**config.mk**
```make
export PLATFORM = sky130hd
export DESIGN_NAME = lrgs_queue
export DESIGN_NICKNAME = d
export VERILOG_FILES = /design/src/linear_regression_gradient_step_defines.svh /design/src/lrgs_pkg.sv /design/src/lrgs_queue.sv
export SDC_FILE = /design/constraint.sdc
export NUM_CORES = 1
export LEC_CHECK = 0
export BUFFER_PORTS_ARGS = -buffer_cell sky130_fd_sc_hd__buf_2
export CAP_MARGIN = 20
export CORE_ASPECT_RATIO = 0.75
export CORE_MARGIN = 2
export CORE_UTILIZATION = 61
export DETAILED_ROUTE_END_ITERATION = 10
export GPL_ROUTABILITY_DRIVEN = 1
export PLACE_DENSITY = 0.84
export SETUP_SLACK_MARGIN = 0.1
export SYNTH_ARGS = -nofsm -noshare
export SYNTH_HDL_FRONTEND = slang
export SYNTH_SLANG_ARGS = --single-unit
```
**constraint.sdc**
```tcl
create_clock -name clk -period 4.71 [get_ports clk]
set_input_delay 0.7065 -clock clk [delete_from_list [all_inputs] [get_ports clk]]
set_output_delay 0.7065 -clock clk [all_outputs]
set_load 0.02 [all_outputs]
```
**src/linear_regression_gradient_step_defines.svh**
```systemverilog
// Assertion macros used by the gradient step back end.
`ifndef LINEAR_REGRESSION_GRADIENT_STEP_DEFINES_SVH
`define LINEAR_REGRESSION_GRADIENT_STEP_DEFINES_SVH
`ifndef SYNTHESIS
`define ASSERT_IMPLIES(label, ante, cons) \
  label: assert property (@(posedge clk) disable iff (rst) (ante) |-> (cons)) \
    else $error("same-cycle check failed");
`define ASSERT_NEXT(label, ante, cons) \
  label: assert property (@(posedge clk) disable iff (rst) (ante) |=> (cons)) \
    else $error("next-cycle check failed");
`else
`define ASSERT_IMPLIES(label, ante, cons)
`define ASSERT_NEXT(label, ante, cons)
`endif
`endif

```
**src/lrgs_pkg.sv**
```systemverilog
// Types and constants for the linear regression gradient step block.
package lrgs_pkg;

  localparam int MAX_POINTS  = 1024;
  localparam int CNT_W       = $clog2(MAX_POINTS + 1);
  localparam int QUEUE_DEPTH = 4;
  localparam int QPTR_W      = $clog2(QUEUE_DEPTH);
  localparam int PROD_W      = 80;
  localparam int DIV_CNT_W   = $clog2(PROD_W);
  localparam logic [15:0] STEP_RESET = 16'd655;
  localparam logic [40:0] MAG_CAP    = 41'h100_0000_0000;

  typedef struct packed {
    logic signed [15:0] sample_x;
    logic signed [15:0] sample_y;
    logic               last_point;
  } lrgs_in_t;

  typedef struct packed {
    logic signed [31:0] new_weight;
    logic signed [31:0] new_bias;
    logic               pass_overflow;
  } lrgs_out_t;

  // One queued word: the sample plus what the front made of it.
  typedef struct packed {
    logic signed [15:0] sample_x;
    logic signed [15:0] sample_y;
    logic               last_point;
    logic               drop;
    logic               ovf;
    logic [CNT_W-1:0]   n;
  } lrgs_item_t;

endpackage

```
**src/lrgs_queue.sv**
```systemverilog
// Short register queue between the front end and the arithmetic back end.
module lrgs_queue import lrgs_pkg::*; (
  input  logic       clk,
  input  logic       rst,
  input  logic       push_valid,
  output logic       push_ready,
  input  lrgs_item_t push_item,
  output logic       pop_valid,
  input  logic       pop_ready,
  output lrgs_item_t pop_item
);

  lrgs_item_t        slots [QUEUE_DEPTH];
  logic [QPTR_W-1:0] wr_ptr;
  logic [QPTR_W-1:0] rd_ptr;
  logic [QPTR_W:0]   cnt;
  logic              push;
  logic              pop;

  assign push_ready = (cnt != (QPTR_W+1)'(QUEUE_DEPTH));
  assign pop_valid  = (cnt != '0);
  assign pop_item   = slots[rd_ptr];
  assign push       = push_valid & push_ready;
  assign pop        = pop_valid & pop_ready;

  always_ff @(posedge clk) begin
    if (push) begin
      slots[wr_ptr] <= push_item;
    end
  end

  always_ff @(posedge clk) begin
    if (rst) begin
      wr_ptr <= '0;
      rd_ptr <= '0;
      cnt    <= '0;
    end else begin
      if (push) begin
        wr_ptr <= wr_ptr + 1'b1;
      end
      if (pop) begin
        rd_ptr <= rd_ptr + 1'b1;
      end
      if (push && !pop) begin
        cnt <= cnt + 1'b1;
      end else if (pop && !push) begin
        cnt <= cnt - 1'b1;
      end
    end
  end

endmodule

```
==> qor.csv <==
metric,value,unit
place_ws,2.07,ns
synth_enable_flop_cells,184,
post_synth_main_area_contributors,"edfxtp_1 (77%), mux4_2 (13%), dfxtp_1 (2.5%), mux4_1 (2.2%), buf_12 (1.1%)",
netlist_area,0.00717,mm2
end_kind,output pin,
mappedNetlistNets,344,
timing_max_transition_violations_final,0,
cpPeakStageDelay,0.94,ns
vias,3236,
worst_setup_hold_path_clk_slew,0.07,ns
netlist.area_leader.share,77.1,%
placementRows,34,
grt_pass1_wl,18300,um
timing.critical_path.fanout_max,46,
vias_per_cell,5.65,
initial_core_utilization,62.2,%
synth.avg_cell_area,24.9,um2
rsz0062_at_grt,false,
crit_path_start_kind,flop,
synth_cell_type_count,25,
postSynthRegisterBits,193,
total_leakage_power,2.84,nW
pin_count_of_the_biggest_net_entering_global_routing,47,
clock_buffer_count_from_cts,17,
design.die.area,0.0126,mm2
ranking_of_synthesized_cells_by_instance_count,"edfxtp_1 (184), mux4_2 (40), dfxtp_1 (9)",
cts_sinks,193,
route.final.wire_length,11800,um
timing.clock.skew,0.00639,ns
boundaryPins,98,
drc_errors,0,
fin_total_pwr,4.64,mW
setup_viol,0,
chipWidth,129,um
postCtsSetupBuffers,0,
slew-limit-headroom,39.1,%
run_status,completed,
synth_compound_area_share,0.524,%
area_growth,16.3,%
r2r.worst_path.cells,4,
synth_cells,288,
timing.setup.tns,0,ns
synth_most_common_cell,edfxtp_1,
post_cts_gate_resize_count,0,
max_slew.worst_pin.slew,0.913,ns
clock_tree.buffer_depth,2,
detail-route-antenna-nets,0,
max_freq,0.339,GHz
design.core.area,0.0115,mm2
synth_top_family_by_area,multiplexers,
htree_levels,4,
min_path_type,in -> reg,
cts_hold_buffers,0,
diodes,0,
worst_ep_arrival_time,2.24,ns
period_minus_slack,2.95,ns
finalHoldViolations,0,
finalWeightedCongestion,0.689,
multi_input_comb_area,0.00133,mm2
top_flip_flop_cell_by_instance_count_after_synthesis,edfxtp_1,
maximum_vdd_ir_drop,0.480,mV
grt_pass1_vias,3344,
synthesized_area_fraction_occupied_by_adder_cells,1.15,%
clock_latency,0.41,ns
wl_per_cell,20.6,um
portBuffers,97,
max_cap_violations,0,
worst_hold_path.num_cells,1,
number_of_antenna_violations_at_the_first_check_in_global_routing,0,
root_buffer_master,clkbuf_16,
yosysWarningCount,0,
post_synth_xor_area_fraction,0.489,%
timing.critical_path.cells,mux4_1 > buf_2,
dieHeight,97.9,um
layout_worst_path_cycle_share,62.6,%
tritoncts_clock_tree,done,
drive_gt1_share,44.0,%
worst_path_dominant_cell_family,flip-flops,
slowest_stage,dfxtp_4,
synth_sequential_area_ratio,79.6,%
drt-initial-drc-count,367,
postLayoutCoreUtil,72.3,%
critical_path_cell_count,2,
async_flop_share,0,%
fill_cells,682,
muxShareOfSynthArea,15.2,%
globalRoute.totalOverflow,0,
criticalPathCategory,reg -> out,
synthesized_area_fraction_occupied_by_and_or_nand_nor_cells,1.17,%
worstPathBufferInverterCount,1,
detailed_router_iteration_count_before_antenna_repair,5,
post-route-worst-setup-slack,1.76,ns
place.detailed.hpwl,7260,um
gr-usage-all-layers,20.0,%
ff_latch_area,0.00571,mm2
nNetsFinal,454,
synth.largest_area_cell,edfxtp_1,
worstPathRequired,4.00,ns
powerDensity,557,mW/mm2
[area by class of cell]
cell class,instances,share of cell area (%)
sequential,193,68.5
multi-input combinational,81,16.0
timing repair buffer,102,6.28
clock buffer,17,5.11
tap,162,2.43
clock inverter,15,1.50
inverter,3,0.135
[state kept, by name, indices dropped and copies added, names as in the netlist, named ones only]
signal,count
cnt,3
rd_ptr,2
slots,184
wr_ptr,2
[report_power, final]
| group | internal (mW) | switching [mW] | total, mW |
|---|---|---|---|
| Combinational | 0.486 | 0.571 | 1.06 |
| Clock | 0.693 | 0.631 | 1.32 |
| Sequential | 2.09 | 0.169 | 2.26 |
| Total | 3.27 | 1.37 | 4.64 |
[final timing paths]
kind / from / end / slack [ns]
worst max-delay path: flop / pop_item[45] / 1.76
worst min-delay path: push_item[44] / slots[2][44] / 0.50
worst max register to register: cnt[0] / slots[1][42] / 2.34
worst min register to register: wr_ptr[1] / wr_ptr[1] / 0.53
[logic make-up after synthesis]
kind of cell | after synthesis
flip-flops | 193
AND/OR/NAND/NOR | 17
buffers and inverters | 14
AO/OA/AOI/OAI | 5
adder cells (fa/ha/maj) | 6
XOR/XNOR | 4
multiplexers | 49
[per-stage QoR]
| stage | hold slack [ns] | instance area [um2] | cells |
|---|---|---|---|
| detailed placement | 0.519 | 7780 | 541 |
| finish | 0.495 | 8330 | 573 |
| floorplan | 0.482 | 7170 | 288 |
| CTS | 0.485 | 8330 | 573 |
| global route | 0.483 | 8330 | 573 |
| global placement | 0.497 | 7780 | 541 |
[routing by layer]
| layer | GRT usage (%) | wire length [um] | share of wire (%) |
|---|---|---|---|
| met4 | 5.27 | 70 | 0.59 |
| met3 | 5.75 | 659 | 5.6 |
| met2 | 31.2 | 6010 | 51 |
| met5 | 0 | 0 | 0 |
| met1 | 28.8 | 5080 | 43 |
[cell usage in the layout (no fill, tap or decap), types with 4 or more instances in the layout]
cell	n
mux4_1	6
edfxtp_1	184
dfxtp_1	7
buf_4	5
clkbuf_16	17
buf_2	97
xor2_1	4
nor2_1	8
ha_1	5
inv_6	5
and2_2	4
mux4_2	40
(Power assumes the default switching activity.)
