File: src/linear_regression_gradient_step_defines.svh
// Assertion macros used by the gradient step back end.
`ifndef LINEAR_REGRESSION_GRADIENT_STEP_DEFINES_SVH
`define LINEAR_REGRESSION_GRADIENT_STEP_DEFINES_SVH
`ifndef SYNTHESIS
`define ASSERT_IMPLIES(label, ante, cons) \
  label: assert property (@(posedge clk) disable iff (rst) (ante) |-> (cons)) \
    else $error("same-cycle check failed");
`define ASSERT_NEXT(label, ante, cons) \
  label: assert property (@(posedge clk) disable iff (rst) (ante) |=> (cons)) \
    else $error("next-cycle check failed");
`else
`define ASSERT_IMPLIES(label, ante, cons)
`define ASSERT_NEXT(label, ante, cons)
`endif
`endif

File: src/lrgs_pkg.sv
// Types and constants for the linear regression gradient step block.
package lrgs_pkg;

  localparam int MAX_POINTS  = 1024;
  localparam int CNT_W       = $clog2(MAX_POINTS + 1);
  localparam int QUEUE_DEPTH = 4;
  localparam int QPTR_W      = $clog2(QUEUE_DEPTH);
  localparam int PROD_W      = 80;
  localparam int DIV_CNT_W   = $clog2(PROD_W);
  localparam logic [15:0] STEP_RESET = 16'd655;
  localparam logic [40:0] MAG_CAP    = 41'h100_0000_0000;

  typedef struct packed {
    logic signed [15:0] sample_x;
    logic signed [15:0] sample_y;
    logic               last_point;
  } lrgs_in_t;

  typedef struct packed {
    logic signed [31:0] new_weight;
    logic signed [31:0] new_bias;
    logic               pass_overflow;
  } lrgs_out_t;

  // One queued word: the sample plus what the front made of it.
  typedef struct packed {
    logic signed [15:0] sample_x;
    logic signed [15:0] sample_y;
    logic               last_point;
    logic               drop;
    logic               ovf;
    logic [CNT_W-1:0]   n;
  } lrgs_item_t;

endpackage

File: src/lrgs_front.sv
// Front end: counts points of a pass and marks dropped words and overflow.
module lrgs_front import lrgs_pkg::*; (
  input  logic       clk,
  input  logic       rst,
  input  logic       in_valid,
  output logic       in_ready,
  input  lrgs_in_t   in_data,
  output logic       q_valid,
  input  logic       q_ready,
  output lrgs_item_t q_item
);

  logic [CNT_W-1:0] count;
  logic             ovf_seen;
  logic             drop;
  logic [CNT_W-1:0] count_next;

  assign drop       = (count == CNT_W'(MAX_POINTS));
  assign count_next = drop ? count : count + 1'b1;

  assign in_ready = q_ready;
  assign q_valid  = in_valid;

  always_comb begin
    q_item.sample_x   = in_data.sample_x;
    q_item.sample_y   = in_data.sample_y;
    q_item.last_point = in_data.last_point;
    q_item.drop       = drop;
    q_item.ovf        = ovf_seen | drop;
    q_item.n          = count_next;
  end

  always_ff @(posedge clk) begin
    if (rst) begin
      count    <= '0;
      ovf_seen <= 1'b0;
    end else if (in_valid && q_ready) begin
      if (in_data.last_point) begin
        count    <= '0;
        ovf_seen <= 1'b0;
      end else begin
        count    <= count_next;
        ovf_seen <= ovf_seen | drop;
      end
    end
  end

endmodule

File: config.mk
export PLATFORM = sky130hd
export DESIGN_NAME = lrgs_front
export DESIGN_NICKNAME = d
export VERILOG_FILES = /design/src/linear_regression_gradient_step_defines.svh /design/src/lrgs_pkg.sv /design/src/lrgs_front.sv
export SDC_FILE = /design/constraint.sdc
export NUM_CORES = 1
export LEC_CHECK = 0
export BUFFER_PORTS_ARGS = -buffer_cell sky130_fd_sc_hd__clkbuf_2
export CAP_MARGIN = 20
export CORE_MARGIN = 5
export CORE_UTILIZATION = 36
export DETAILED_ROUTE_END_ITERATION = 8
export PLACE_DENSITY = 0.77
export RECOVER_POWER = 100
export SYNTH_ARGS = -nofsm -noshare
export SYNTH_HDL_FRONTEND = slang
export SYNTH_SLANG_ARGS = --single-unit
File: constraint.sdc
create_clock -name clk -period 1.5 [get_ports clk]
set_input_delay 0.3 -clock clk [delete_from_list [all_inputs] [get_ports clk]]
set_output_delay 0.3 -clock clk [all_outputs]
set_load 0.02 [all_outputs]
==> results.toml, run 1 <==
[outcome]
failed_checks = "setup timing"
outcome = "complete, but fails checks"

[synthesis]
syn_area_per_cell_um2 = 7.98
synth_simple_gate_area_frac = 0.236
synthesis.area_um2 = 1080
synth_xor_area_frac = 0.0807
synth_fa_ha_area_frac = 0.0231
synth_top_family_by_area = "buffers and inverters"
yosysTopAreaCell = "buf_4"
yosysSeqAreaShare = 0.221
synthMuxAreaShare = 0
ys_ff_latch = 12
syn_inst = 136
synth_nets = 175
yosysUniqueCellTypes = 35
yosysTopAreaCellShare = 0.249
synth-compound-area-share = 0.136
synth_area_leaders = "buf_4 (25%), dfxtp_1 (22%), xnor2_1 (6.5%)"
ys_warn_count = 0

[timing]
timing.fmax_mhz = 537
layout_setup_ws_ps = -363
tightest_slew_ps = 339
period_minus_slack_ps = 1860
final.setup_skew_ps = 3.44
rsz0062_at_grt = "true"
fin_crit_sh = 1.24
setup_viol = 14
hold_viol = 0
max_slew_margin = 0.773
finalMaxSlewViolations = 0

[worst_setup_path]
crit_arrival_ps = 1560
crit_fanout = 3
cp-start-kind = "flop"
crit_type = "flop to output port"
critical_path_required_ps = 1200
crit_path_end_kind = "output port"

[power_and_ir_drop]
p_per_area_nw_per_um2 = 442
pwr-share-seq = 0.475
irDropWorstVdd_v = 0.000285
leakagePower_nw = 0.639
intPower_mw = 0.496
p_clk_frac = 0.400
switching_share = 0.263
pwr-share-comb = 0.126
switching_power_mw = 0.177

[floorplanning]
initial_core_util = 0.364
core-area_um2 = 2980
die_area_um2 = 4210
die_x_um = 64.9
io_pins = 85
rows = 20
die_h_um = 64.9

[place]
place_congestion = 0.844
dp_hpwl_um = 1980
numPortBuffers = 20
place_inst = 166

[clock_tree]
clock_path_buffers = 2
cts_root_buffer = "clkbuf_4"
htreeDepth = 1
clock_latency_ps = 280
clock_sinks = 12
numCtsBuffers = 3
clk_pin_slew_ps = 80
cts_tree = "done"

[drt]
wl_met2_um = 1570
wl_met3_um = 241
drt_iter0_drc = 73
remaining_drc_errors = 0
route.vias.total = 1005
ant_nets = 0
avgRoutedWirePerCell_um = 17.7
vias_per_cell = 5.65
top_layer = "met4"
met1_length_um = 1130
drt-pass1-iter-count = 4
drt_wl_total_um = 3150

[layout]
n_fill_cell = 243
area_growth_pct = 40.6
antenna_cells = 0
nets = 185
fin_util = 0.512
final_layout_size_suffix_gt1_frac = 0.593
finalNonFillerCells = 178

[global_routing]
grt_pass1_vias = 1028
grt-ovfl-total = 0
grt_pass1_wl_um = 5030
gr-usage-all-layers = 0.157
grt_max_degree = 14
antenna_found_initial = 0

[run]
cap_violations = 0

[worst_hold_path]
hold_class = "input pin to flop"
[critical path, stage by stage (launching register included)]
cell	delay, ps
dfxtp_4	360
nor4b_4	340
nand4_4	170
inv_4	110
xnor2_2	120
clkbuf_8	170
[cell families (layout without fill, tap and decap cells)]
family,Yosys count,after routing
buffers and inverters,49,58
AOI/OAI and AO/OA,20,20
xor gates and xnor gates,10,10
adders and majority gates,2,2
and+or+nand+nor,43,43
DFF,12,12
[synth_stat cells (all sizes together)]
| cell | instances |
|---|---|
| buf | 38 |
| a32o | 2 |
| a221o | 1 |
| dfxtp | 12 |
| nand4 | 4 |
| a311o | 2 |
| clkbuf | 4 |
| xnor2 | 8 |
| a21oi | 3 |
| o21ai | 3 |
| or3 | 1 |
| o41ai | 2 |
| a32oi | 1 |
| inv | 7 |
| nor4b | 1 |
| nand3b | 2 |
| a211oi | 1 |
| or2b | 1 |
| nand3 | 5 |
| nand4b | 1 |
| nor3 | 5 |
| xor2 | 2 |
| and2 | 1 |
| nor2 | 10 |
| ha | 2 |
| and3 | 4 |
| nor2b | 1 |
| a22oi | 2 |
| nand2 | 7 |
| a31oi | 3 |
[power groups by stage]
stage                     Sequential, mW  Clock [mW]  Combinational (mW)
final                              0.320       0.269              0.0848
after CTS                          0.319       0.274              0.0827
after global placement             0.329           0              0.0728
after floorplan                    0.330           0               0.170
after global routing               0.320       0.287              0.0934
after detailed placement           0.329           0              0.0735
[sequential cells by signal, summed over array words and instances, names as in the netlist]
signal    flops
ovf_seen      1
count        11
[cell type report]
cell class / instances / area (um^2) / share of cell area
clock buffers: 4 / 36.3 / 0.0238
repair buffers: 47 / 410 / 0.269
multi-input cells: 75 / 743 / 0.487
well taps: 33 / 41.3 / 0.0271
inverters: 7 / 36.3 / 0.0238
flip-flops and latches: 12 / 258 / 0.169
[routing by layer]
| layer | track usage | up-vias |
|---|---|---|
| met1 | 0.189 | 464 |
| met3 | 0.0208 | 28 |
| met2 | 0.234 | 61 |
| li1 | - | 452 |
| met4 | 0.156 | 0 |
| met5 | 0 | - |
[cell usage in the layout, fill, tap and decap left out, drive strengths merged]
master  instances
a221o           1
or3             1
a32oi           1
o21ai           3
nand3b          2
xnor2           8
nand4           4
a211oi          1
nor2           10
nor3            5
nand4b          1
a31oi           3
or2b            1
xor2            2
nand2           7
clkbuf         21
nor4b           1
buf            30
and2            1
a311o           2
a32o            2
nand3           5
o41ai           2
ha              2
a22oi           2
a21oi           3
nor2b           1
dfxtp          12
inv             7
and3            4
[per-stage QoR]
step / total power [mW] / setup TNS, ps / hold slack [ps] / instance area, um^2 / worst slack [ps]
2_1_floorplan: 0.499 / 0 / 465 / 1200 / 2.41
5_1_grt: 0.700 / -4420 / 411 / 1530 / -419
3_5_place_dp: 0.403 / -621 / 493 / 1180 / -130
4_1_cts: 0.675 / -3250 / 379 / 1470 / -329
3_3_place_gp: 0.402 / -525 / 484 / 1180 / -129
6_report: 0.673 / -3560 / 392 / 1530 / -363
[what timing repair did]
item | in CTS | in global routing
pin swaps | 10 | 7
hold buffers | 0 | 0
setup endpoints to repair | 14 | 17
hold endpoints to repair | 0 | 0
buffers inserted | 7 | 2
resized for setup | 45 | 13
[worst paths after layout]
| kind | startpoint | end | slack, ps | cells past startpoint |
|---|---|---|---|---|
| worst max-delay path | count[8] | q_item[0] | -360 | 5 |
| worst min-delay path | in_data[0] | count[10] | 390 | 3 |
| worst max register to register | count[8] | count[0] | -60 | 5 |
| worst min register to register | count[1] | count[1] | 520 | 2 |
(Power assumes the default switching activity.)
==> run 2: changes to the inputs <==
PLACE_DENSITY = 0.79   (was 0.77)
TNS_END_PERCENT = 5   (was unset)
==> run 2 against run 1 <==
The flow still finishes with violations (setup timing); maximum frequency is 1.6% lower; first-iteration DRC count is 67% lower; total power rose by 0.41%; wire length fell by 6.2%; combinational power fell by 7.2%; critical path type unchanged; highest routed layer unchanged.
==> results.toml, run 2 (synthesized netlist as in run 1, its figures left out) <==
[outcome]
outcome = "complete, but fails checks"
failed_checks = "setup timing"

[timing]
setup_viol = 13
hold_viol = 0
final.setup_skew_ps = 12.5
hold_ws_ps = 400
finalMaxSlewViolations = 0
rsz0062_at_grt = "true"
period_minus_slack_ps = 1890
layout_setup_ws_ps = -392
tightest_slew_ps = 389
fin_crit_sh = 1.26
timing.fmax_mhz = 528
max_slew_margin = 0.740

[clock_tree]
clk_pin_slew_ps = 90
cts_tree = "done"
clock_sinks = 12
clock_path_buffers = 2
cts_hold_buf = 0
cts_root_buffer = "clkbuf_4"
numCtsBuffers = 3
htreeDepth = 1
clock_latency_ps = 290

[layout]
top_regs = "count: 11 flops, ovf_seen: 1 flops"
area_growth_pct = 34.4
largest_register = "count"
final_cell_mix = "buf_4 (24), nor2_1 (8), clkbuf_8 (8), nand2_1 (6), clkbuf_2 (6)"
fin_util = 0.489
antenna_cells = 0
fin_area_um2 = 1460
largest_register_ffs = 11
multiInputGateArea_um2 = 721
n_fill_cell = 253
mostFrequentLayoutCell = "buf_4"
final_layout_size_suffix_gt1_frac = 0.573
regArea_um2 = 254
nets = 183

[power_and_ir_drop]
leakagePower_nw = 0.620
irDropWorstVdd_v = 0.000181
total_power_mw = 0.676
p_per_area_nw_per_um2 = 464

[global_routing]
grt_max_degree = 15
grt-ovfl-total = 0
grt_pass1_wl_um = 4750
antenna_found_initial = 0
grt_pass1_vias = 1023
gr-usage-all-layers = 0.142

[worst_hold_path]
holdPathEnd = "count[7]"
hold_depth = 2
hp-start = "rst"
hold_class = "input pin to flop"

[worst_setup_path]
crit_path_start = "count[4]"
reg2regPathDepth = 7
worstReg2RegStart = "count[4]"
crit_type = "flop to output port"
crit_arrival_ps = 1590
crit_fanout = 4
critical_path_required_ps = 1200
cp-start-kind = "flop"
r2r_slack_ps = -200
r2r_end = "count[0]"
crit_path_end_kind = "output port"

[drt]
drt_iter0_drc = 24
remaining_drc_errors = 0
vias_per_cell = 5.51
ant_nets = 0
drt-pass1-iter-count = 4
route.vias.total = 969
drt_wl_total_um = 2950
avgRoutedWirePerCell_um = 16.8

[place]
place_congestion = 0.854
numPortBuffers = 20
place_ws_ps = -130
placed_area_um2 = 1180
dp_hpwl_um = 2010

[floorplanning]
die_x_um = 64.9
core-area_um2 = 2980
die_area_um2 = 4210
initial_core_util = 0.364
io_pins = 85
rows = 20
die_h_um = 64.9

[run]
cap_violations = 0
run 2: changes by cell type in the layout (fill, tap and decap cells not counted), moves of 2 or more:
cell      previous run  this run
buf_8                3         1
buf_6                1         3
clkbuf_8            10         8
nand3_2              2         0
buf_4               26        24
clkbuf_2             4         6
run 2: critical path, stage by stage, from the launching register on:
cell and delay [ps]:
dfxtp_2 360, nand3_4 90, nor3_4 320, and3_4 260
xnor2_2 110, clkbuf_8 160
run 2: routing by layer:
metal  wire, um  share of wire  track usage
met3        251          0.085       0.0485
met2       1530           0.52        0.231
met1       1100           0.37        0.158
met5          0              0            0
met4         77          0.026       0.0844
run 2: power by group:
group / internal, mW / total (mW) / switching (mW)
Combinational: 0.0280 / 0.0787 / 0.0506
Clock: 0.148 / 0.277 / 0.129
Sequential: 0.317 / 0.320 / 0.00309
Total: 0.493 / 0.676 / 0.183
run 2: layout make-up:
| cell class | instances | share of cell area |
|---|---|---|
| repair buffers | 45 | 0.255 |
| flip-flops and latches | 12 | 0.174 |
| inverters | 7 | 0.0232 |
| clock buffers | 4 | 0.0249 |
| well taps | 33 | 0.0283 |
| multi-input cells | 75 | 0.494 |
run 2: how the worst max path moves through the flow:
stage                endpoint  slack [ps]  cells past startpoint
floorplan           q_item[9]         -10                      4
global placement     count[0]         -90                      7
detailed placement   count[0]        -130                      7
CTS                 q_item[5]        -320                      5
global route        q_item[7]        -490                      5
finish              q_item[7]        -390                      5
run 2: stage by stage:
stage               cells  setup TNS, ps
finish                176          -3360
global route          176          -4510
CTS                   174          -3270
detailed placement    167           -518
global placement      167           -356
floorplan             136          -15.1
run 2: what timing repair did:
action                     in CTS  in global routing
setup endpoints to repair      14                 15
cloned                          0                  0
buffers inserted                3                  2
gates resized for setup        29                 20
pin swaps                       9                  4
